===== config.mk =====
export PLATFORM = sky130hd
export DESIGN_NAME = dht_ram
export DESIGN_NICKNAME = d
export VERILOG_FILES = /design/src/hw/rtl/dht_ram.sv
export SDC_FILE = /design/constraint.sdc
export NUM_CORES = 1
export LEC_CHECK = 0
export BUFFER_PORTS_ARGS = -buffer_cell sky130_fd_sc_hd__buf_4
export CORE_AREA = 2 2 228 230
export DETAILED_ROUTE_END_ITERATION = 10
export DIE_AREA = 0 0 230 232
export PLACE_DENSITY = 0.52
export SETUP_SLACK_MARGIN = 0.1
export SYNTH_ARGS = -nofsm -noshare
export SYNTH_HDL_FRONTEND = slang
export SYNTH_SLANG_ARGS = --single-unit

===== constraint.sdc =====
create_clock -name clk -period 2.4 [get_ports clk]
set_clock_uncertainty 0.05 [all_clocks]
set_input_delay 0.48 -clock clk [delete_from_list [all_inputs] [get_ports clk]]
set_output_delay 0.48 -clock clk [all_outputs]
set_load 0.01 [all_outputs]

===== src/hw/rtl/dht_ram.sv =====
module dht_ram #(
    parameter int WIDTH = 8,
    parameter int DEPTH = 64
) (
    input  logic                     clk,
    input  logic                     we,
    input  logic [$clog2(DEPTH)-1:0] waddr,
    input  logic [WIDTH-1:0]         wdata,
    input  logic [$clog2(DEPTH)-1:0] raddr,
    output logic [WIDTH-1:0]         rdata
);
    logic [WIDTH-1:0] mem [DEPTH];

    always_ff @(posedge clk)
    begin
        if (we)
        begin
            mem[waddr] <= wdata;
        end
        rdata <= mem[raddr];
    end
endmodule


== Word level (Yosys, flattened, before mapping) ==
Memory sizes are Yosys's and may differ from the RTL's. A register that Yosys moved wholly into a read port is not among the register bits.
Cells that the tools add are included.
Word-level totals
  register bits after elaboration: 0
  bits in writable memories: 512
  input port bits: 22
  output and inout bits: 8
  logic and storage cells: 3
  memories kept: 1
Memories
  mem: words 64, width 8, rd ports 1, clocked after memory_dff 1, write ports 1, RTL line 12  | logic [WIDTH-1:0] mem [DEPTH];
Operators by class
  muxes and demuxes: 2
Operator list (count)
  $mux 1: 2

== Longest topological paths before layout ==
Gate-level depths: netlist (run 1).
  word-level depth: 2
  mapped depth: 9
  gate-level depth less buffers: 5

== Least setup slack after synthesis (run 1) ==
OpenSTA, ideal clock, no wires.
  path kind: input-to-reg
  start: input raddr[1]
  end: register rdata[3], read port of mem
  arrival: 2020 ps
  setup slack: 202 ps
  stages on the path: 7
  cells stage by stage: buf_4 > buf_2 > buf_2 > mux4_2 > mux4_2 > o21ai_1 > o41ai_1
RTL lines
  start: declaration: RTL line 9  | input logic [$clog2(DEPTH)-1:0] raddr,
  end: declaration: RTL line 10  | output logic [WIDTH-1:0] rdata

==> results.yml, run 1 <==
run_status:
  status: "finished clean"
critical_path:
  critical_path.startpoint_type: "input pin"
  cpPeakStageDelay_ns: 0.77
  timing.critical_path.mode_cell: "sky130_fd_sc_hd__buf_4"
  worst_ep_required_time_ns: 2.83
  timing.critical_path.buf_inv: 3
  cells_on_worst_reg2reg_path: 5
  worst_ep_arrival_time_ns: 2.67
  slowest_stage: "sky130_fd_sc_hd__a2111oi_1"
  path_max_fanout: 18
  crit_family: "compound AO/OA/AOI/OAI gates"
  critical_path_cell_by_cell: "clkbuf_8 -> buf_4 -> mux4_2 -> nor2b_1 -> a2111oi_1 -> buf_4 -> o41ai_1"
  critical_path_depth: 7
  worstSetupPathType: "input pin to register"
  nature_of_the_critical_path_endpoint: "register"
cts:
  clock-sinks: 520
  cts.reportedPaths.clkPinSlew_ns: 0.06
  cts_root_buffer: "sky130_fd_sc_hd__clkbuf_16"
  clock_latency_ns: 0.60
  cts_buffers: 55
  cts_max_level: 2
  clock_tree_from_tritoncts: "done"
  cts.path.max_buffers: 3
placed_design:
  dp_hpwl_um: 29870
  post-place-cells: 1745
  finalWeightedCongestion: 0.7761
  placement.io_buffers: 29
sta:
  hold_viol_final: 0
  slew_at_the_pin_with_the_worst_max_slew_slack_ns: 0.8281
  slew-limit-headroom_pct: 44.66
  min_period_over_period_pct: 93.22
  fin_tns_setup_ns: 0
  rsz0062_at_grt: "false"
  setup_viol_count_final: 0
  final.min_clock_period_ns: 2.237
  clock.fmax_mhz: 447.0
  timing.final.max_slew_violations: 0
floorplan:
  core_area_mm2: 0.05089
  die_y_um: 232
  die-width_um: 230
  floorplan.io_pins: 30
  floorplan.initialDensity_pct: 39.63
  placementRows: 83
  die_area_mm2: 0.05336
yosys:
  asr_flop_ratio_synth_pct: 0
  synth_area_mm2: 0.02017
  yosys_warnings: 0
  synth_enable_flop_cells: 512
  synth-main-ff-cell: "sky130_fd_sc_hd__edfxtp_1"
  post_synth_inst_count: 940
  yosysUniqueCellTypes: 40
  yosysSeqAreaShare_pct: 77.03
  syn_avg_cell_area_um2: 21.45
  synth.net_count: 962
  yosys_register_bits: 520
pwr:
  worst_ir_drop_vdd_uv: 481.9
  total_leakage_power_nw: 7.772
  powerDensity_mw_per_mm2: 817.6
  total_power_mw: 19.60
finish:
  syn_to_final_growth_pct: 18.85
  multi_input_gate_area_mm2: 0.004317
  n_fill_cell: 4234
  seqCellArea_mm2: 0.01553
  final_core_util_pct: 47.10
  antenna_cells: 0
  finish.net_count: 1144
  layoutNonFillerInstCount: 1845
  final_layout_size_suffix_gt1_share_pct: 34.08
routing:
  drtIter0Drc: 1022
  detailedRoute.firstPassIterationCount: 5
  remaining_drcs: 0
  detail_route.wl_per_cell_um: 25.29
  avgViaCountPerCell: 5.330
  postRouteWirelength_um: 46660
  num_vias: 9834
  ant_nets: 0
global_routing:
  grt.overflow.total: 0
  grt_start_max_net_pins: 65
  antenna_found_initial: 1
  first_pass_grt_wire_length_um: 68840
  grt_pass1_vias: 10124
  grt_use_total_pct: 17.83
flow_run:
  max-cap-violations: 0
min_path:
  min-delay-path-class: "input pin to register"
  hold_path_depth: 2
-- layout by cell type (no fill, tap or decap), types with 3 or more instances in the layout --
cell,n
sky130_fd_sc_hd__edfxtp_1,512
sky130_fd_sc_hd__buf_4,165
sky130_fd_sc_hd__mux4_2,126
sky130_fd_sc_hd__nor2_1,83
sky130_fd_sc_hd__clkbuf_16,55
sky130_fd_sc_hd__mux2i_1,23
sky130_fd_sc_hd__nand2_1,19
sky130_fd_sc_hd__nor2b_1,14
sky130_fd_sc_hd__mux2_2,13
sky130_fd_sc_hd__nand3_1,13
sky130_fd_sc_hd__clkbuf_1,11
sky130_fd_sc_hd__buf_12,10
sky130_fd_sc_hd__clkinv_1,9
sky130_fd_sc_hd__o221ai_1,8
sky130_fd_sc_hd__o22ai_1,8
sky130_fd_sc_hd__dfxtp_1,8
sky130_fd_sc_hd__nand2b_1,7
sky130_fd_sc_hd__nor3_1,7
sky130_fd_sc_hd__clkinv_2,7
sky130_fd_sc_hd__bufinv_16,7
sky130_fd_sc_hd__a221oi_1,6
sky130_fd_sc_hd__clkbuf_8,6
sky130_fd_sc_hd__a211oi_1,4
sky130_fd_sc_hd__nand3b_1,3
sky130_fd_sc_hd__a21oi_1,3
sky130_fd_sc_hd__a22oi_1,3
sky130_fd_sc_hd__o2111ai_1,3
sky130_fd_sc_hd__o2bb2ai_1,3
sky130_fd_sc_hd__clkinvlp_4,3
-- worst reg2reg max path, delay by kind of cell, from the launching register on --
family / cells / cell delay, ns
DFF: 1 / 0.37
AOI/OAI and AO/OA: 2 / 0.83
muxes: 1 / 0.44
buffers and inverters: 1 / 0.23
and+or+nand+nor: 1 / 0.16
-- report_power, final --
group | internal, mW | leakage [nW] | switching (mW) | total, mW
Sequential | 10.1 | 4.67 | 0.0291 | 10.1
Combinational | 0.442 | 2.22 | 0.598 | 1.04
Clock | 5.10 | 0.880 | 3.37 | 8.47
-- logic make-up (layout without fill, tap and decap cells) --
group                  count (synthesis)  count (layout)  share of synthesized area (%)
AO/OA/AOI/OAI                         54              54                          2.072
multiplexers                         162             162                          15.94
AND/OR/NAND/NOR                      153             153                          3.387
flip-flops                           520             520                          77.03
buffers and inverters                 51             276                          1.570
-- flip-flops by register name, summed over array words and instances, names as in the netlist --
name,cells
rdata,8
mem,512
-- what timing repair did --
item                       4_1_cts  5_1_grt
hold buffers                     0        0
setup endpoints to repair        1        0
resized for setup                1        0
setup buffers                    0        0
-- final timing paths --
kind              slack, ns            startpoint               end
setup / recovery       0.16              raddr[0]  rdata[5]$_DFF_P_
hold / removal         0.21              raddr[5]  rdata[5]$_DFF_P_
setup reg to reg       0.21   mem[1][5]$_DFFE_PP_  rdata[5]$_DFF_P_
hold reg to reg        0.78  mem[31][4]$_DFFE_PP_  rdata[4]$_DFF_P_
-- cell usage after synthesis, types with 6 or more instances --
library cell	count	area, um2
sky130_fd_sc_hd__edfxtp_1	512	15370
sky130_fd_sc_hd__mux4_2	126	2838
sky130_fd_sc_hd__nor2_1	83	311.6
sky130_fd_sc_hd__mux2i_1	23	230.2
sky130_fd_sc_hd__nand2_1	19	71.32
sky130_fd_sc_hd__clkbuf_1	17	63.81
sky130_fd_sc_hd__nor2b_1	14	87.58
sky130_fd_sc_hd__buf_4	13	97.59
sky130_fd_sc_hd__mux2_2	13	146.4
sky130_fd_sc_hd__nand3_1	13	65.06
sky130_fd_sc_hd__buf_2	11	55.05
sky130_fd_sc_hd__dfxtp_1	8	160.2
sky130_fd_sc_hd__o221ai_1	8	70.07
sky130_fd_sc_hd__o22ai_1	8	50.05
sky130_fd_sc_hd__nand2b_1	7	43.79
sky130_fd_sc_hd__nor3_1	7	35.03
sky130_fd_sc_hd__a221oi_1	6	52.55
-- routing by layer --
layer	part of all wire, %	routed length [um]	up-vias	track usage (%)
met5	0	0	-	0
met4	1.9	904	0	4.274
met3	4.8	2260	62	3.156
met2	47	21840	221	27.94
met1	46	21650	5257	26.12
li1	-	-	4294	-
-- metrics by stage --
stage	area [um2]	hold WS [ns]	worst slack, ns
after floorplan	20170	0.5289	0.2023
after global placement	22150	0.7489	-0.5959
after detailed placement	22150	0.7537	-0.5699
after CTS	23970	0.1727	0.2354
after global routing	23970	0.2193	0.1186
final	23970	0.2111	0.1627
-- cell type report --
| class | count | area share (%) |
|---|---|---|
| multi-input combinational | 369 | 18.01 |
| timing repair buffer | 176 | 6.060 |
| sequential | 520 | 64.81 |
| clock inverter | 29 | 1.368 |
| clock buffer | 71 | 6.201 |
| tap | 680 | 3.550 |
No activity file was read; power rests on OpenSTA's default activity.
==> run 2, diff against run 1 <==
CTS_BUF_LIST = sky130_fd_sc_hd__clkbuf_16   (was not set)
==> results.yml, run 2 (same netlist as run 1, synthesis figures left out) <==
global_routing:
  grt_use_total_pct: 17.83
  grt.overflow.total: 0
  grt_start_max_net_pins: 65
  first_pass_grt_wire_length_um: 68830
  grt_pass1_vias: 10142
  antenna_found_initial: 1
critical_path:
  critical_path_cell_by_cell: "clkbuf_8 -> buf_4 -> mux4_2 -> nor2b_1 -> a2111oi_1 -> buf_4 -> o41ai_1"
  crit_family: "compound AO/OA/AOI/OAI gates"
  timing.critical_path.buf_inv: 3
  timing.critical_path.mode_cell: "sky130_fd_sc_hd__buf_4"
  worst_ep_required_time_ns: 2.83
  critical_path.startpoint_type: "input pin"
  cpPeakStageDelay_ns: 0.76
  slowest_stage: "sky130_fd_sc_hd__a2111oi_1"
  worstSetupPathType: "input pin to register"
  nature_of_the_critical_path_endpoint: "register"
  worst_ep_arrival_time_ns: 2.66
  path_max_fanout: 18
routing:
  avgViaCountPerCell: 5.346
  drtIter0Drc: 975
  remaining_drcs: 0
  detailedRoute.firstPassIterationCount: 6
  num_vias: 9863
  ant_nets: 0
  detail_route.wl_per_cell_um: 25.29
  postRouteWirelength_um: 46660
flow_run:
  max-cap-violations: 0
cts:
  cts.reportedPaths.clkPinSlew_ns: 0.06
  clock_tree_from_tritoncts: "done"
  cts_max_level: 2
  clock-sinks: 520
  holdBufCountCts: 0
  clock_latency_ns: 0.60
  cts_root_buffer: "sky130_fd_sc_hd__clkbuf_16"
  cts_buffers: 55
  post_cts_setup_repair_bufs: 0
  cts.path.max_buffers: 3
finish:
  reg.largest.list: "mem x512, rdata x8"
  finish.net_count: 1144
  n_fill_cell: 4245
  syn_to_final_growth_pct: 18.61
  layout.cells.most_common: "sky130_fd_sc_hd__edfxtp_1"
  final_layout_size_suffix_gt1_share_pct: 33.65
  layout_common_cells: "sky130_fd_sc_hd__edfxtp_1 (512), sky130_fd_sc_hd__buf_4 (165), sky130_fd_sc_hd__mux4_2 (126)"
  max_flop_register: "mem"
  largest_register_ff_count: 512
  antenna_cells: 0
sta:
  hold_viol_final: 0
  fin_tns_setup_ns: 0
  setup_viol_count_final: 0
  timing.final.max_slew_violations: 0
  clock.fmax_mhz: 448.5
  rsz0062_at_grt: "false"
  whs_ns: 0.2142
  min_period_over_period_pct: 92.91
  final.min_clock_period_ns: 2.230
  slew-limit-headroom_pct: 45.32
  slew_at_the_pin_with_the_worst_max_slew_slack_ns: 0.8181
floorplan:
  placementRows: 83
  die_y_um: 232
  core_area_mm2: 0.05089
  floorplan.io_pins: 30
  die_area_mm2: 0.05336
  floorplan.initialDensity_pct: 39.63
  die-width_um: 230
pwr:
  netSwitchingFraction_pct: 20.62
  clockPowerShare_pct: 42.6
  powerDensity_mw_per_mm2: 810.5
  power.internal_mw: 15.39
  worst_ir_drop_vdd_uv: 481.9
  seqPwrFrac_pct: 52.0
  comb_power_share_pct: 5.4
  p_sw_mw: 3.998
  total_leakage_power_nw: 7.790
min_path:
  min-delay-path-class: "input pin to register"
placed_design:
  placement.io_buffers: 29
  dp_hpwl_um: 29870
  finalWeightedCongestion: 0.7761
run_status:
  status: "finished clean"
==> run 2: cell count changes in the layout (fill, tap and decap cells not counted) <==
| cell | previous run | this run |
|---|---|---|
| sky130_fd_sc_hd__clkbuf_1 | 11 | 0 |
| sky130_fd_sc_hd__inv_1 | 0 | 11 |
| sky130_fd_sc_hd__clkbuf_8 | 6 | 1 |
| sky130_fd_sc_hd__clkinv_1 | 9 | 14 |
==> run 2: what timing repair did <==
action                                 CTS  global route
setup endpoints to repair                1             0
gates resized for setup                  1             0
endpoints found under the hold margin    0             0
==> run 2: final timing paths <==
kind / startpoint / end / slack (ns) / cells after the start
min reg2reg: mem[31][4]$_DFFE_PP_ / rdata[4]$_DFF_P_ / 0.78 / 3
max reg2reg: mem[1][5]$_DFFE_PP_ / rdata[5]$_DFF_P_ / 0.22 / 5
max: raddr[0] / rdata[5]$_DFF_P_ / 0.17 / 7
min: raddr[5] / rdata[5]$_DFF_P_ / 0.21 / 2
==> run 2: power by group through the flow <==
stage / combinational [mW] / clock (mW) / sequential, mW
finish: 1.04 / 8.26 / 10.1
global placement: 1.05 / 0 / 10.3
global route: 1.12 / 8.79 / 10.1
floorplan: 0.536 / 0 / 10.3
detailed placement: 1.06 / 0 / 10.3
CTS: 1.06 / 8.47 / 10.1
==> run 2: per-layer routing <==
| metal | part of all wire (%) | GRT usage (%) | up-vias |
|---|---|---|---|
| met2 | 47 | 27.96 | 239 |
| met1 | 46 | 26.10 | 5262 |
| li1 | - | - | 4293 |
| met5 | 0 | 0 | - |
| met4 | 2.0 | 4.274 | 0 |
| met3 | 5.1 | 3.156 | 69 |
==> run 2: through the flow <==
stage	std cells	worst slack, ns	instance area [um2]	utilization, %	total power [mW]
2_1_floorplan	940	0.2023	20170	-	10.80
3_3_place_gp	1745	-0.5959	22150	43.54	11.33
3_5_place_dp	1745	-0.5699	22150	43.54	11.34
4_1_cts	1845	0.2351	23920	47.01	19.62
5_1_grt	1845	0.1186	23920	47.01	20.00
6_report	1845	0.1702	23920	47.01	19.39
==> run 2: area by class of cell <==
type,instances,area [um2],share of cell area [%]
well taps,680,850.8,3.557
clock buffers,55,1376,5.754
flip-flops and latches,520,15530,64.95
multi-input cells,369,4317,18.05
repair buffers,176,1453,6.073
clock inverters,45,387.9,1.622
==> run 3, diff against run 2 <==
PLACE_DENSITY = 0.54   (was 0.52)
clock period = 2.05 ns   (was 2.4 ns; I/O delays follow)
==> results.yml, run 3 (same netlist as run 1, synthesis figures left out) <==
placed_design:
  placement.io_buffers: 29
  finalWeightedCongestion: 0.7823
  dp_hpwl_um: 31110
  post-place-cells: 1770
finish:
  layoutNonFillerInstCount: 1869
  finish.net_count: 1168
  largest_register_ff_count: 512
  max_flop_register: "mem"
  layout.cells.most_common: "sky130_fd_sc_hd__edfxtp_1"
  syn_to_final_growth_pct: 20.31
  final_core_util_pct: 47.68
  reg.largest.list: "mem x512, rdata x8"
  final_layout_size_suffix_gt1_share_pct: 35.77
  layout_common_cells: "sky130_fd_sc_hd__edfxtp_1 (512), sky130_fd_sc_hd__buf_4 (180), sky130_fd_sc_hd__mux4_2 (126)"
flow_run:
  max-cap-violations: 0
critical_path:
  cpPeakStageDelay_ns: 0.49
  path_max_fanout: 1
  timing.critical_path.buf_inv: 1
  worst_ep_required_time_ns: 2.49
  worstSetupPathType: "register to register"
  ff2ff_setup_slack_ns: 0.08
  nature_of_the_critical_path_endpoint: "register"
  launch_point_of_the_worst_reg_to_reg_path: "mem[29][4]$_DFFE_PP_"
  timing.rr.end: "rdata[4]$_DFF_P_"
  critical_path_cell_by_cell: "mux4_2 -> mux2_2 -> o221a_4 -> nor3_4 -> buf_4 -> o32ai_1"
  critical_path.startpoint_type: "register"
  worst_ep_arrival_time_ns: 2.41
  slowest_stage: "sky130_fd_sc_hd__mux4_2"
  cells_on_worst_reg2reg_path: 6
  crit_family: "multiplexers"
global_routing:
  grt_pass1_vias: 10397
  grt.overflow.total: 0
  first_pass_grt_wire_length_um: 71010
  grt_start_max_net_pins: 65
  antenna_found_initial: 0
  grt_use_total_pct: 18.46
cts:
  holdBufCountCts: 0
  cts_root_buffer: "sky130_fd_sc_hd__clkbuf_16"
  clock_tree_from_tritoncts: "done"
  post_cts_setup_repair_bufs: 0
  cts.reportedPaths.clkPinSlew_ns: 0.07
  clock-sinks: 520
  cts.path.max_buffers: 3
  cts_max_level: 2
  cts_buffers: 54
  clock_latency_ns: 0.60
routing:
  detailedRoute.firstPassIterationCount: 5
  drtIter0Drc: 866
  avgViaCountPerCell: 5.309
  remaining_drcs: 0
  postRouteWirelength_um: 48020
  detail_route.wl_per_cell_um: 25.69
  num_vias: 9922
  ant_nets: 0
pwr:
  total_leakage_power_nw: 7.939
  powerDensity_mw_per_mm2: 939.1
  worst_ir_drop_vdd_uv: 614.1
sta:
  slew-limit-headroom_pct: 53.62
  slew_at_the_pin_with_the_worst_max_slew_slack_ns: 0.6956
  min_period_over_period_pct: 96.06
  timing.final.max_slew_violations: 0
  setup_viol_count_final: 0
  clock.fmax_mhz: 507.8
  hold_viol_final: 0
  final.min_clock_period_ns: 1.969
  rsz0062_at_grt: "true"
floorplan:
  floorplan.initialDensity_pct: 39.63
  die_area_mm2: 0.05336
  die-width_um: 230
  placementRows: 83
  floorplan.io_pins: 30
  die_y_um: 232
  core_area_mm2: 0.05089
min_path:
  holdPathEnd: "rdata[5]$_DFF_P_"
  min-delay-path-class: "input pin to register"
  hold_path_depth: 2
  worstHoldStart: "raddr[5]"
run_status:
  status: "finished clean"
run 3: worst max-delay path by stage:
stage,startpoint,endpoint,depth (start not counted)
floorplan,raddr[0],rdata[7]$_DFF_P_,7
global placement,raddr[0],rdata[6]$_DFF_P_,7
detailed placement,raddr[0],rdata[4]$_DFF_P_,9
CTS,mem[29][4]$_DFFE_PP_,rdata[4]$_DFF_P_,6
global route,mem[29][4]$_DFFE_PP_,rdata[4]$_DFF_P_,6
finish,mem[29][4]$_DFFE_PP_,rdata[4]$_DFF_P_,6
run 3: stage by stage:
step	hold slack, ns	power [mW]	area, um2	TNS, ns	setup WS, ns
2_1_floorplan	0.4589	12.66	20240	0	0.04155
5_1_grt	0.06608	23.50	24260	0	0.04084
4_1_cts	0.04625	23.06	24250	0	0.06524
3_3_place_gp	0.7047	13.35	22470	-5.333	-0.6245
3_5_place_dp	0.7070	13.36	22470	-5.605	-0.6096
6_report	0.09388	22.79	24260	0	0.08083
run 3: cell type report:
class	instances	area, um2
antenna	1	2.502
clock buffer	55	1376
clock inverter	43	369.1
fill	4231	26620
multi-input combinational	369	4382
sequential	520	15530
tap	680	850.8
timing repair buffer	201	1748
run 3: timing repair:
action | 4_1_cts | 5_1_grt
pin swaps | 2 | 0
endpoints found under the setup margin | 3 | 6
gates resized for setup | 6 | 4
run 3: power by group:
part / switching (mW) / internal (mW) / total (mW) / leakage, nW
logic: 0.747 / 0.591 / 1.34 / 2.39
registers: 0.0295 / 11.8 / 11.8 / 4.67
clock network: 4.03 / 5.62 / 9.65 / 0.873
run 3: per-layer routing:
layer / vias up / GRT usage (%) / share of wire [%] / wire, um
li1: 4359 / - / - / -
met1: 5264 / 25.25 / 43 / 20880
met2: 235 / 30.14 / 49 / 23450
met3: 64 / 3.671 / 5.5 / 2619
met4: 0 / 5.444 / 2.2 / 1067
met5: - / 0 / 0 / 0
