## config.mk

```make
export PLATFORM = sky130hd
export DESIGN_NAME = dht_mod
export DESIGN_NICKNAME = d
export VERILOG_FILES = /design/src/hw/rtl/dht_pkg.sv /design/src/hw/rtl/dht_mod.sv
export SDC_FILE = /design/constraint.sdc
export NUM_CORES = 1
export LEC_CHECK = 0
export BUFFER_PORTS_ARGS = -buffer_cell sky130_fd_sc_hd__buf_2
export CORE_ASPECT_RATIO = 0.9
export CORE_MARGIN = 2
export CORE_UTILIZATION = 50
export DETAILED_ROUTE_END_ITERATION = 10
export GPL_TIMING_DRIVEN = 0
export PLACE_DENSITY = 0.71
export SYNTH_ARGS = -nofsm -noshare
export SYNTH_HDL_FRONTEND = slang
export SYNTH_SLANG_ARGS = --single-unit
```

## constraint.sdc

```tcl
create_clock -name clk -period 5.7 [get_ports clk]
set_input_delay 0.855 -clock clk [delete_from_list [all_inputs] [get_ports clk]]
set_output_delay 0.855 -clock clk [all_outputs]
set_load 0.01 [all_outputs]
```

## src/hw/rtl/dht_pkg.sv

```systemverilog
package dht_pkg;

    localparam int CAPACITY  = 1024;
    localparam int NAME_LEN  = 40;

    localparam int BYTE_W    = 8;
    localparam int HANDLE_W  = 16;
    localparam int CFG_W     = 11;
    localparam int STATUS_W  = 3;
    localparam int SLOT_OUT_W = 10;
    localparam int SUM_W     = 14;

    localparam int SLOT_W    = $clog2(CAPACITY);
    localparam int SIZE_W    = $clog2(CAPACITY + 1);
    localparam int LEN_W     = $clog2(NAME_LEN + 1);
    localparam int KEY_AW    = (NAME_LEN > 1) ? $clog2(NAME_LEN) : 1;
    localparam int NAME_DEPTH = CAPACITY * NAME_LEN;
    localparam int NAME_AW   = $clog2(NAME_DEPTH);
    localparam int ENTRY_W   = 1 + LEN_W + HANDLE_W;
    localparam int DIV_W     = (2 * SLOT_W > SUM_W) ? 2 * SLOT_W : SUM_W;
    localparam int DCNT_W    = $clog2(DIV_W + 1);
    localparam int MIN_SIZE  = 3;

    typedef enum logic [STATUS_W-1:0] {
        ST_INSERTED  = 3'd0,
        ST_DUPLICATE = 3'd1,
        ST_FOUND     = 3'd2,
        ST_NOT_FOUND = 3'd3,
        ST_FULL      = 3'd4
    } status_t;

    typedef enum logic {
        CMD_INSERT = 1'b0,
        CMD_SEARCH = 1'b1
    } cmd_t;

    typedef enum logic [4:0] {
        S_CLEAR,
        S_COLLECT,
        S_SUM_GO,
        S_SUM_WAIT,
        S_SQ_MUL,
        S_SQ_GO,
        S_SQ_WAIT,
        S_CUBE_MUL,
        S_CUBE_GO,
        S_CUBE_WAIT,
        S_SETUP,
        S_PROBE_RD,
        S_PROBE_CHK,
        S_CMP_RD,
        S_CMP_CHK,
        S_COPY_RD,
        S_COPY_WR,
        S_DONE
    } state_t;

endpackage

```

## src/hw/rtl/dht_mod.sv

```systemverilog
// Restoring remainder, one dividend bit per cycle.
module dht_mod (
    input  logic                       clk,
    input  logic                       rst_n,
    input  logic                       start,
    input  logic [dht_pkg::DIV_W-1:0]  dividend,
    input  logic [dht_pkg::SIZE_W-1:0] divisor,
    output logic                       done,
    output logic [dht_pkg::SIZE_W-1:0] remainder
);
    import dht_pkg::*;

    logic                busy_reg, busy_next;
    logic [DCNT_W-1:0]   cnt_reg, cnt_next;
    logic [DIV_W-1:0]    dvd_reg, dvd_next;
    logic [SIZE_W-1:0]   rem_reg, rem_next;
    logic [SIZE_W-1:0]   dsr_reg, dsr_next;
    logic [SIZE_W:0]     trial;

    always_ff @(posedge clk or negedge rst_n)
    begin
        if (!rst_n)
        begin
            busy_reg <= 1'b0;
            cnt_reg  <= '0;
        end
        else
        begin
            busy_reg <= busy_next;
            cnt_reg  <= cnt_next;
        end
    end

    always_ff @(posedge clk)
    begin
        dvd_reg <= dvd_next;
        rem_reg <= rem_next;
        dsr_reg <= dsr_next;
    end

    always_comb
    begin
        busy_next = busy_reg;
        cnt_next  = cnt_reg;
        dvd_next  = dvd_reg;
        rem_next  = rem_reg;
        dsr_next  = dsr_reg;
        trial     = {rem_reg, dvd_reg[DIV_W-1]};
        if (start)
        begin
            busy_next = 1'b1;
            cnt_next  = DCNT_W'(DIV_W);
            dvd_next  = dividend;
            rem_next  = '0;
            dsr_next  = divisor;
        end
        else if (busy_reg)
        begin
            if (cnt_reg == '0)
            begin
                busy_next = 1'b0;
            end
            else
            begin
                cnt_next = cnt_reg - 1'b1;
                dvd_next = {dvd_reg[DIV_W-2:0], 1'b0};
                if (trial >= {1'b0, dsr_reg})
                begin
                    rem_next = SIZE_W'(trial - {1'b0, dsr_reg});
                end
                else
                begin
                    rem_next = SIZE_W'(trial);
                end
            end
        end
    end

    assign done      = busy_reg && (cnt_reg == '0);
    assign remainder = rem_reg;
endmodule

```

# Word level (Yosys, flattened, before mapping)
# Cells that the tools add are included.
# op_classes
addsub,2
magnitude_cmp,1
eq_ne,1
mux,10
n_bitwise,1
reduce_logical,5
# op_table
cell,count
20-bit two-way mux,3
5-bit two-way mux,3
12-bit by 11-bit greater-or-equal comparator with 1-bit output,1
11-bit two-way mux,1
11-bit subtractor,1
5-bit zero test,1
"5-bit by 1-bit subtractor with 5-bit output, second input constant",1
2-bit AND reduction,2
1-bit two-way mux,3
"2-bit != test, second input constant",1
2-bit nonzero test,1
1-bit logical AND,1
1-bit NOT,1
# totals
register_bits,48
out_inout_bits,12
elab_cells,25

# Longest topological paths before layout
# Gate-level depths: netlist (run 1).
# logic_depth
depth_word,4
mapped_depth,10

# Least setup slack after synthesis (run 1)
# Ideal clock, no wire load.
# synth_path
path_kind,flip-flop to flip-flop
startpoint,register dvd_reg[19]
endpoint,"register rem_reg[10], in the netlist remainder[10]"
setup_time_ns,0.129
arrival_time_ns,2.126
required_ns,5.571
path_slack_ns,3.445
stages_incl_launch_ff,10
path_buffers,0
period_less_slack_ns,2.255
cell_sequence,edfxtp_1 inv_1 ha_1 fa_1 nand2b_2 a21oi_2 nor3_1 o311a_1 a2111oi_2 o41ai_2
# synth_between
elab_chain_len,2
# synth_lines
item,line_no,source
from (decl),dht_mod.sv:15,"logic [DIV_W-1:0] dvd_reg, dvd_next;"
from (signal assigned),dht_mod.sv:36,dvd_reg <= dvd_next;
11-bit subtractor / 12-bit by 11-bit greater-or-equal comparator with 1-bit output (equally long branches),"dht_mod.sv:69, dht_mod.sv:67",
11-bit two-way mux (*),dht_mod.sv:67,"if (trial >= {1'b0, dsr_reg})"
to (signal assigned),dht_mod.sv:37,rem_reg <= rem_next;
to (decl),dht_mod.sv:16,"logic [SIZE_W-1:0] rem_reg, rem_next;"
# Every way passes the cells marked *; elsewhere a longest branch is shown, timed or not.
# A chain may end at the register's enable or synchronous reset.

# Worst setup path after layout (run 1)
# layout_path
startpoint,register cnt_reg[0]
endpoint,"register dvd_reg[15], enable pin"
# layout_between
elab_chain_len,3
# layout_lines
item,line_no,source
from (decl),dht_mod.sv:14,"logic [DCNT_W-1:0] cnt_reg, cnt_next;"
from (signal assigned),dht_mod.sv:30,cnt_reg <= cnt_next;
5-bit zero test,dht_mod.sv:59,if (cnt_reg == '0)
2-bit != test (no line),n/a,
2-bit AND reduction (no line),n/a,
# Every way passes these cells.

==> results of run 1 <==
==> final timing paths <==
kind,from,endpoint
hold reg to reg,remainder[10]$_SDFFE_PP0P_,remainder[10]$_SDFFE_PP0P_
hold / removal,rst_n,cnt_reg[3]$_DFFE_PN0P_
setup / recovery,cnt_reg[0]$_DFFE_PN0P_,dvd_reg[15]$_DFFE_PP_
setup reg to reg,cnt_reg[0]$_DFFE_PN0P_,dvd_reg[15]$_DFFE_PP_
min in group clk,remainder[10]$_SDFFE_PP0P_,remainder[10]$_SDFFE_PP0P_
max in group asynchronous,rst_n,cnt_reg[2]$_DFFE_PN0P_
==> critical path, cell delays in order (launching register included) <==
cell and delay [ns]:
dfrtp_1 0.42, inv_1 0.09, ha_1 0.15, nor4b_1 0.37
nand2b_1 0.27, buf_2 0.26, nand2b_1 0.53
==> through the flow <==
stage               power [W]  hold slack, ns
global placement      0.00107           0.497
global route          0.00138           0.351
CTS                   0.00127           0.366
floorplan            0.000926           0.488
detailed placement    0.00107           0.505
finish                0.00127           0.366
==> per-layer routing <==
layer  share of wire, %  GRT usage [%]  routed length [um]
met5                  0              0                   0
met4                1.5           5.84                  70
met3                5.2           5.72                 252
met2                 41           25.3                1980
met1                 52           28.3                2510
==> kinds of logic after synthesis <==
kind of cell / share of synthesized area [%]
XOR/XNOR: 2.71
flip-flops: 50.4
adder cells (fa/ha/maj): 7.08
AND/OR/NAND/NOR: 13.1
buffers and inverters: 4.07
AO/OA/AOI/OAI: 12.4
multiplexers: 10.2
==> Yosys cell counts (all sizes together) (2+ instances only) <==
library cell	n	area share, %
dfrtp	6	5.8
a211oi	8	2.3
nand4	2	0.48
a31oi	4	0.97
or3	2	0.53
clkbuf	2	0.29
nand3b	2	0.58
a21oi	8	1.8
nand3	2	0.39
nor2	26	3.9
mux2i	5	1.9
ha	13	6.3
nor3	4	1.2
dfxtp	11	8.5
xor2	3	1.0
o21a	6	1.8
nor4	3	0.73
nand2b	5	1.3
mux2	19	8.3
and4	2	0.68
xnor2	5	1.7
edfxtp	31	36
and2	2	0.48
buf	6	1.3
nand2	6	0.97
nor2b	3	1.0
o21ai	7	1.5
inv	17	2.5
==> final cells by class <==
| class | instances | area share [%] |
|---|---|---|
| well taps | 65 | 2.73 |
| plain buffers | 8 | 1.39 |
| clock inverters | 3 | 0.631 |
| clock buffers | 5 | 2.31 |
| inverters | 17 | 2.14 |
| multi-input cells | 151 | 39.5 |
| flip-flops and latches | 48 | 43.7 |
| repair buffers | 45 | 7.57 |
==> power by group through the flow <==
stage | clock [W] | sequential [W] | combinational (W)
2_1_floorplan | 0 | 0.000502 | 0.000424
5_1_grt | 0.000220 | 0.000502 | 0.000653
3_5_place_dp | 0 | 0.000499 | 0.000574
4_1_cts | 0.000203 | 0.000491 | 0.000579
3_3_place_gp | 0 | 0.000496 | 0.000569
6_report | 0.000197 | 0.000491 | 0.000579
==> flow_metrics.env, run 1 <==
export IMPL_clkLatencyLatePin_ns=0.30
export IMPL_place_hpwl_mm=3.57
export IMPL_wire_per_inst_um=14.1
export IMPL_leakage_nw=1.26
export IMPL_ant_nets=0
export IMPL_syn_nets=272
export IMPL_synth_edf_count=31
export IMPL_synth_area_sq_um=2580
export IMPL_die_y_um=72.2
export IMPL_max_freq_ghz=0.393
export IMPL_syn2layout_area_growth_pct=15.3
export IMPL_p_clk_share_pct=15.6
export IMPL_seq_area_frac_synth_pct=50.4
export IMPL_layout_nets=324
export IMPL_hold_viol=0
export IMPL_p_per_area_nw_per_um2=426
export IMPL_register_area_sq_um=1300
export IMPL_arrival_ns=2.40
export IMPL_fin_util_pct=60.8
export IMPL_diodes=0
export IMPL_avgViaCountPerCell=5.34
export IMPL_mostFrequentLayoutCell="buf_2"
export IMPL_nFillCells=416
export IMPL_dpl_cell_area_sq_um=2890
export IMPL_first_global_vias=1749
export IMPL_ys_async_sr_fraction_pct=12.5
export IMPL_ctsResizeCount=0
export IMPL_grt_max_degree=21
export IMPL_dominantRegCellSynth="edfxtp_1"
export IMPL_grt_setup_unrepaired="false"
export IMPL_worst_slack_ns=3.16
export IMPL_drt_iter0_markers=135
export IMPL_fp_row_count=24
export IMPL_ios=46
export IMPL_largest_reg_flops=20
export IMPL_cts_hold_buf=0
export IMPL_cts_inserted_buffers=5
export IMPL_final_cells=342
export IMPL_root_buffer="clkbuf_8"
export IMPL_die_w_um=79.7
export IMPL_p_int_w=0.000788
export IMPL_die_area_sq_um=5750
export IMPL_layout_common_cells="buf_2, edfxtp_1, nor2_1"
export IMPL_slew_viol_final=0
export IMPL_worstRegToRegCells=6
export IMPL_finalSetupTns_ns=0
export IMPL_drc=0
export IMPL_io_buffers=45
export IMPL_path_max_fanout=20
export IMPL_synth_warnings=0
export IMPL_core_region_area_sq_um=4890
export IMPL_antenna_found_initial=0
export IMPL_htreeDepth=2
export IMPL_postCtsSetupRepairBufs=0
export IMPL_dp_slack_ns=2.93
export IMPL_fin_crit_sh_pct=44.6
export IMPL_avgSynthCellArea_sq_um=11.5
export IMPL_startpoint_type="register"
export IMPL_ir_drop_mv=0.197
export IMPL_initial_core_util_pct=52.7
export IMPL_slew_headroom_pct=38.4
export IMPL_numPlacedInstances=334
export IMPL_cp_end_kind="register"
export IMPL_switching_share_pct=37.8
export IMPL_clkSlewWorstSetupHoldPaths_ns=0.09
export IMPL_outcome="finished clean"
export IMPL_fin_area_sq_um=2980
export IMPL_worst_pin_slew_ns=0.924
export IMPL_grt_use_total_pct=18.6
export IMPL_routed_wl_mm=4.81
export IMPL_synthCells=224
export IMPL_vias=1825
export IMPL_hold_path_class="primary input to asynchronous set/reset pin"
export IMPL_seqPwrFrac_pct=38.8
export IMPL_cts_buffer_depth=2
export IMPL_finalCriticalPeriod_ns=2.54
export IMPL_cts_tree="done"
export IMPL_place_congestion=0.915
export IMPL_drive_gt1_share_pct=31.8
export IMPL_multi_input_comb_area_sq_um=1170
export IMPL_grt_overflow_total=0
export IMPL_grt_pass1_wl_mm=8.12
export IMPL_fin_skew_ns=0.00690
export IMPL_setup_viol=0
export IMPL_comb_power_share_pct=45.7
export IMPL_first_pass_iters=4
export IMPL_regToRegSetupSlack_ns=3.16
export IMPL_path_class="register to register"
export IMPL_synthDistinctLibCells=54
export IMPL_ys_ff_latch=48
export IMPL_clock_sinks=48
export IMPL_power_switching_w=0.000479
export IMPL_maxCapViolCount=0
export IMPL_worstPathRequired_ns=5.56
Power figures use the tool's default switching activity.
==> inputs of run 2 (changes only) <==
--- a/config.mk
+++ b/config.mk
@@ -11,7 +11,7 @@
 export CORE_UTILIZATION = 50
 export DETAILED_ROUTE_END_ITERATION = 10
 export GPL_TIMING_DRIVEN = 0
-export PLACE_DENSITY = 0.71
+export PLACE_DENSITY = 0.73
 export SYNTH_ARGS = -nofsm -noshare
 export SYNTH_HDL_FRONTEND = slang
 export SYNTH_SLANG_ARGS = --single-unit
==> constraint.sdc (replaced) <==
create_clock -name clk -period 2.3 [get_ports clk]
set_input_delay 0.345 -clock clk [delete_from_list [all_inputs] [get_ports clk]]
set_output_delay 0.345 -clock clk [all_outputs]
set_load 0.01 [all_outputs]
==> flow_metrics.env, run 2 (synthesis gave the netlist of run 1 again) <==
export IMPL_postCtsSetupRepairBufs=0
export IMPL_grt_overflow_total=0
export IMPL_first_global_vias=1814
export IMPL_worstPathCellList="ha_4, fa_2, nand2b_4, a21oi_4, o21a_4, or3_4, buf_6, mux2i_4, a211oi_2"
export IMPL_drive_gt1_share_pct=36.3
export IMPL_use_met1_pct=26.1
export IMPL_worstPathRequired_ns=2.47
export IMPL_layout_common_cells="buf_2, edfxtp_1, nor2_1"
export IMPL_power_switching_w=0.00127
export IMPL_io_buffers=45
export IMPL_place_hpwl_mm=3.52
export IMPL_comb_power_share_pct=46.6
export IMPL_slew_viol_final=0
export IMPL_startpoint="dsr_reg[0]$_DFFE_PP_"
export IMPL_finalCriticalPeriod_ns=2.26
export IMPL_globalRouteMet3Util_pct=5.10
export IMPL_fin_crit_sh_pct=98.3
export IMPL_die_w_um=79.7
export IMPL_first_pass_iters=4
export IMPL_layout_nets=325
export IMPL_cts_inserted_buffers=5
export IMPL_diodes=0
export IMPL_switching_share_pct=37.0
export IMPL_dpl_cell_area_sq_um=2890
export IMPL_hold_path_class="primary input to register"
export IMPL_die_y_um=72.2
export IMPL_hold_viol=0
export IMPL_ir_drop_mv=0.689
export IMPL_startpoint_type="register"
export IMPL_cp_end_kind="register"
export IMPL_htreeDepth=2
export IMPL_multi_input_comb_area_sq_um=1270
export IMPL_wire_per_inst_um=14.5
export IMPL_worstRegToRegCells=9
export IMPL_initial_core_util_pct=52.7
export IMPL_drc=0
export IMPL_setup_viol=0
export IMPL_clkSlewWorstSetupHoldPaths_ns=0.09
export IMPL_min_from="divisor[9]"
export IMPL_seqPwrFrac_pct=35.6
export IMPL_worst_slack_ns=0.0402
export IMPL_largest_reg_flops=20
export IMPL_root_buffer="clkbuf_8"
export IMPL_worst_pin_slew_ns=0.590
export IMPL_ios=46
export IMPL_dp_slack_ns=-0.208
export IMPL_syn2layout_area_growth_pct=20.3
export IMPL_crit_path_top_delay_cell="edfxtp_1"
export IMPL_hold_depth=1
export IMPL_mostFrequentLayoutCell="buf_2"
export IMPL_core_region_area_sq_um=4890
export IMPL_grt_pass1_wl_mm=8.36
export IMPL_whs_ns=0.205
export IMPL_clock_sinks=48
export IMPL_nFillCells=412
export IMPL_cts_tree="done"
export IMPL_drt_iter0_markers=91
export IMPL_path_class="register to register"
export IMPL_avgViaCountPerCell=5.38
export IMPL_p_int_w=0.00216
export IMPL_use_met2_pct=28.9
export IMPL_arrival_ns=2.43
export IMPL_grt_use_total_pct=19.0
export IMPL_reg2reg_from="dsr_reg[0]$_DFFE_PP_"
export IMPL_grt_max_degree=21
export IMPL_p_clk_share_pct=17.8
export IMPL_critPathMaxStageDelay_ns=0.44
export IMPL_fp_row_count=24
export IMPL_ant_nets=0
export IMPL_outcome="finished clean"
export IMPL_slew_headroom_pct=60.7
export IMPL_clkLatencyLatePin_ns=0.31
export IMPL_routed_wl_mm=4.98
export IMPL_maxCapViolCount=0
export IMPL_fin_skew_ns=0.00812
export IMPL_fin_area_sq_um=3110
export IMPL_cts_buffer_depth=2
export IMPL_die_area_sq_um=5750
export IMPL_place_congestion=0.923
export IMPL_leakage_nw=1.30
export IMPL_vias=1844
export IMPL_busiest_layer="met2"
export IMPL_power_w=0.00342
export IMPL_register_area_sq_um=1300
export IMPL_p_per_area_nw_per_um2=1100
export IMPL_max_freq_ghz=0.443
export IMPL_antenna_found_initial=0
export IMPL_path_max_fanout=8
==> run 2: changes by cell type in the layout (fill, tap and decap cells not counted), sizes merged <==
cell / before / now
bufinv: 0 / 1
clkinvlp: 2 / 1
dlygate4sd3: 0 / 1
==> run 2: layout make-up <==
type,instances,area share [%]
plain buffers,8,1.33
clock inverters,3,1.37
inverters,17,2.05
well taps,65,2.62
repair buffers,46,7.57
flip-flops and latches,48,41.9
multi-input cells,151,40.9
clock buffers,5,2.22
==> run 2: stage by stage <==
| stage | utilization [%] | setup TNS [ns] | instances |
|---|---|---|---|
| floorplan | - | 0 | 224 |
| global placement | 59.0 | -3.71 | 334 |
| detailed placement | 59.0 | -4.25 | 334 |
| CTS | 61.8 | 0 | 343 |
| global route | 63.4 | -0.0277 | 343 |
| finish | 63.4 | 0 | 343 |
==> run 2: worst max-delay path, delay by kind of cell, from the launching register on <==
| family | cells | cell delay, ns |
|---|---|---|
| adder cells (fa/ha/maj) | 2 | 0.56 |
| AO/OA/AOI/OAI | 3 | 0.42 |
| buffers and inverters | 1 | 0.15 |
| flip-flops | 1 | 0.44 |
| AND/OR/NAND/NOR | 2 | 0.30 |
| multiplexers | 1 | 0.24 |
==> run 2: worst paths after layout <==
| check | endpoint | slack, ns |
|---|---|---|
| setup / recovery | remainder[2]$_SDFFE_PP0P_ | 0.04 |
| hold / removal | dsr_reg[9]$_DFFE_PP_ | 0.20 |
| setup reg to reg | remainder[2]$_SDFFE_PP0P_ | 0.04 |
| hold reg to reg | remainder[3]$_SDFFE_PP0P_ | 0.53 |
| max in group asynchronous | busy_reg$_DFF_PN0_ | 1.77 |
| min in group asynchronous | cnt_reg[0]$_DFFE_PN0P_ | 0.38 |
==> run 2: timing repair <==
item | 4_1_cts | 5_1_grt
resized for setup | 3 | 16
hold buffers | 1 | 0
hold endpoints to repair | 6 | 0
pin swaps | 3 | 6
gates cloned | 0 | 0
setup endpoints to repair | 28 | 29
==> run 2: layer usage <==
layer	routed length (um)	part of all wire (%)	up-vias
met2	2220	45	47
met3	295	5.9	9
met4	90	1.8	0
li1	-	-	924
met1	2380	48	864
met5	0	0	-
==> run 2: power by group through the flow <==
stage	Clock [W]	Sequential, W	Combinational [W]
after detailed placement	0	0.00123	0.00142
after global placement	0	0.00123	0.00140
after CTS	0.000626	0.00121	0.00145
after floorplan	0	0.00124	0.00105
after global routing	0.000660	0.00124	0.00176
final	0.000609	0.00122	0.00160
==> inputs of run 3 (changes only) <==
--- a/config.mk
+++ b/config.mk
@@ -8,10 +8,11 @@
 export BUFFER_PORTS_ARGS = -buffer_cell sky130_fd_sc_hd__buf_2
 export CORE_ASPECT_RATIO = 0.9
 export CORE_MARGIN = 2
-export CORE_UTILIZATION = 50
+export CORE_UTILIZATION = 55
 export DETAILED_ROUTE_END_ITERATION = 10
 export GPL_TIMING_DRIVEN = 0
-export PLACE_DENSITY = 0.73
+export PLACE_DENSITY = 0.77
+export REMOVE_ABC_BUFFERS = 1
 export SYNTH_ARGS = -nofsm -noshare
 export SYNTH_HDL_FRONTEND = slang
 export SYNTH_SLANG_ARGS = --single-unit
==> constraint.sdc (replaced) <==
create_clock -name clk -period 2.4 [get_ports clk]
set_input_delay 0.36 -clock clk [delete_from_list [all_inputs] [get_ports clk]]
set_output_delay 0.36 -clock clk [all_outputs]
set_load 0.01 [all_outputs]
==> flow_metrics.env, run 3 (synthesis gave the netlist of run 1 again) <==
export IMPL_max_freq_ghz=0.441
export IMPL_switching_share_pct=36.7
export IMPL_cts_inserted_buffers=5
export IMPL_clkLatencyLatePin_ns=0.30
export IMPL_p_clk_share_pct=19.0
export IMPL_layout_nets=318
export IMPL_arrival_ns=2.43
export IMPL_cp_buffers_inverters=0
export IMPL_hold_path_class="primary input to register"
export IMPL_die_y_um=69.0
export IMPL_crit_path_top_delay_cell="edfxtp_1"
export IMPL_critPathMaxStageDelay_ns=0.39
export IMPL_outcome="finished clean"
export IMPL_drive_gt1_share_pct=33.9
export IMPL_multi_input_comb_area_sq_um=1210
export IMPL_grt_use_total_pct=19.4
export IMPL_fp_row_count=23
export IMPL_io_buffers=45
export IMPL_first_global_vias=1754
export IMPL_slew_viol_final=0
export IMPL_die_area_sq_um=5260
export IMPL_antenna_found_initial=0
export IMPL_maxCapViolCount=0
export IMPL_syn2layout_area_growth_pct=16.8
export IMPL_grt_max_degree=53
export IMPL_fin_crit_sh_pct=94.5
export IMPL_seqPwrFrac_pct=36.8
export IMPL_place_hpwl_mm=3.31
export IMPL_ant_nets=0
export IMPL_power_switching_w=0.00115
export IMPL_startpoint_type="register"
export IMPL_nFillCells=355
export IMPL_cts_buffer_depth=2
export IMPL_path_class="register to register"
export IMPL_cts_tree="done"
export IMPL_cp_end_kind="register"
export IMPL_leakage_nw=1.27
export IMPL_avgViaCountPerCell=5.52
export IMPL_p_per_area_nw_per_um2=1040
export IMPL_p_int_w=0.00199
export IMPL_ir_drop_mv=0.687
export IMPL_finalSetupTns_ns=0
export IMPL_vias=1838
export IMPL_grt_pass1_wl_mm=7.97
export IMPL_setup_viol=0
export IMPL_numPlacedInstances=323
export IMPL_layout_common_cells="buf_2, edfxtp_1, nor2_1"
export IMPL_routed_wl_mm=4.81
export IMPL_final_cells=333
export IMPL_worst_pin_slew_ns=1.00
export IMPL_worstPathCellList="ha_1, fa_2, nand2b_2, a21oi_2, nor3_1, o311a_1, a2111oi_4, o41ai_2"
export IMPL_critPathTopFamily="compound AO/OA/AOI/OAI gates"
export IMPL_place_congestion=0.835
export IMPL_clkSlewWorstSetupHoldPaths_ns=0.09
export IMPL_htreeDepth=2
export IMPL_grt_setup_unrepaired="false"
export IMPL_grt_overflow_total=0
export IMPL_core_region_area_sq_um=4490
export IMPL_whs_ns=0.224
export IMPL_drc=0
export IMPL_die_w_um=76.2
export IMPL_initial_core_util_pct=57.5
export IMPL_fin_skew_ns=0.00623
export IMPL_register_area_sq_um=1300
export IMPL_power_w=0.00314
export IMPL_finalCriticalPeriod_ns=2.27
export IMPL_ios=46
export IMPL_first_pass_iters=4
export IMPL_root_buffer="clkbuf_8"
export IMPL_comb_power_share_pct=44.3
export IMPL_diodes=0
export IMPL_slew_headroom_pct=33.3
export IMPL_drt_iter0_markers=150
export IMPL_worstPathRequired_ns=2.56
export IMPL_clock_sinks=48
export IMPL_mostFrequentLayoutCell="buf_2"
export IMPL_path_max_fanout=3
export IMPL_wire_per_inst_um=14.4
export IMPL_largest_reg_flops=20
export IMPL_hold_viol=0
## run 3: cell count changes in the layout (fill, tap and decap cells not counted), moves of 2 or more
cell,previous run,this run
buf_1,2,0
mux2i_1,3,5
a211oi_2,2,0
a211oi_1,6,8
buf_2,48,45
clkbuf_1,2,0
nand2b_2,0,2
## run 3: metal layers
metal | vias to the layer above | track usage, % | share of wire (%)
met1 | 857 | 24.7 | 46
li1 | 912 | - | -
met3 | 7 | 5.60 | 6.4
met4 | 0 | 7.95 | 1.4
met5 | - | 0 | 0
met2 | 62 | 32.0 | 47
## run 3: worst reg2reg max path, stage by stage (launching register included)
cell,delay [ns]
edfxtp_1,0.39
ha_1,0.23
fa_2,0.35
nand2b_2,0.21
a21oi_2,0.17
nor3_1,0.07
o311a_1,0.37
a2111oi_4,0.23
o41ai_2,0.11
## run 3: metrics by stage
stage	worst slack [ns]	utilization (%)	area, sq um
global placement	-0.231	63.3	2840
detailed placement	-0.289	63.3	2840
CTS	0.00247	66.9	3000
floorplan	0.143	-	2540
global route	0.0111	67.1	3010
finish	0.131	67.1	3010
## run 3: final cells by class
type,instances,area share (%)
sequential,48,43.2
multi-input combinational,151,40.3
timing repair buffer,47,8.05
tap,62,2.57
clock buffer,5,2.28
inverter,17,2.12
clock inverter,3,1.54
## run 3: power by group through the flow
| stage | sequential, W | clock (W) | combinational [W] |
|---|---|---|---|
| final | 0.00116 | 0.000596 | 0.00139 |
| after global routing | 0.00118 | 0.000644 | 0.00154 |
| after CTS | 0.00116 | 0.000609 | 0.00137 |
| after detailed placement | 0.00118 | 0 | 0.00131 |
| after global placement | 0.00117 | 0 | 0.00128 |
| after floorplan | 0.00119 | 0 | 0.000963 |
## run 3: worst paths after layout
| check | start | end | slack (ns) | depth (start not counted) |
|---|---|---|---|---|
| max in group asynchronous | rst_n | cnt_reg[4]$_DFFE_PN0P_ | 1.86 | 2 |
| min reg2reg | remainder[2]$_SDFFE_PP0P_ | remainder[3]$_SDFFE_PP0P_ | 0.52 | 2 |
| min | divisor[0] | dsr_reg[0]$_DFFE_PP_ | 0.22 | 1 |
| min in group asynchronous | rst_n | cnt_reg[2]$_DFFE_PN0P_ | 0.39 | 2 |
| max | dsr_reg[0]$_DFFE_PP_ | remainder[10]$_SDFFE_PP0P_ | 0.13 | 8 |
| max reg2reg | dsr_reg[0]$_DFFE_PP_ | remainder[10]$_SDFFE_PP0P_ | 0.13 | 8 |
## run 3: repair_timing
action / in CTS / in global routing
buffers inserted: 1 / 0
pin swaps: 1 / 1
hold buffers: 1 / 0
hold endpoints to repair: 6 / 0
endpoints found under the setup margin: 30 / 22
gates resized for setup: 6 / 2
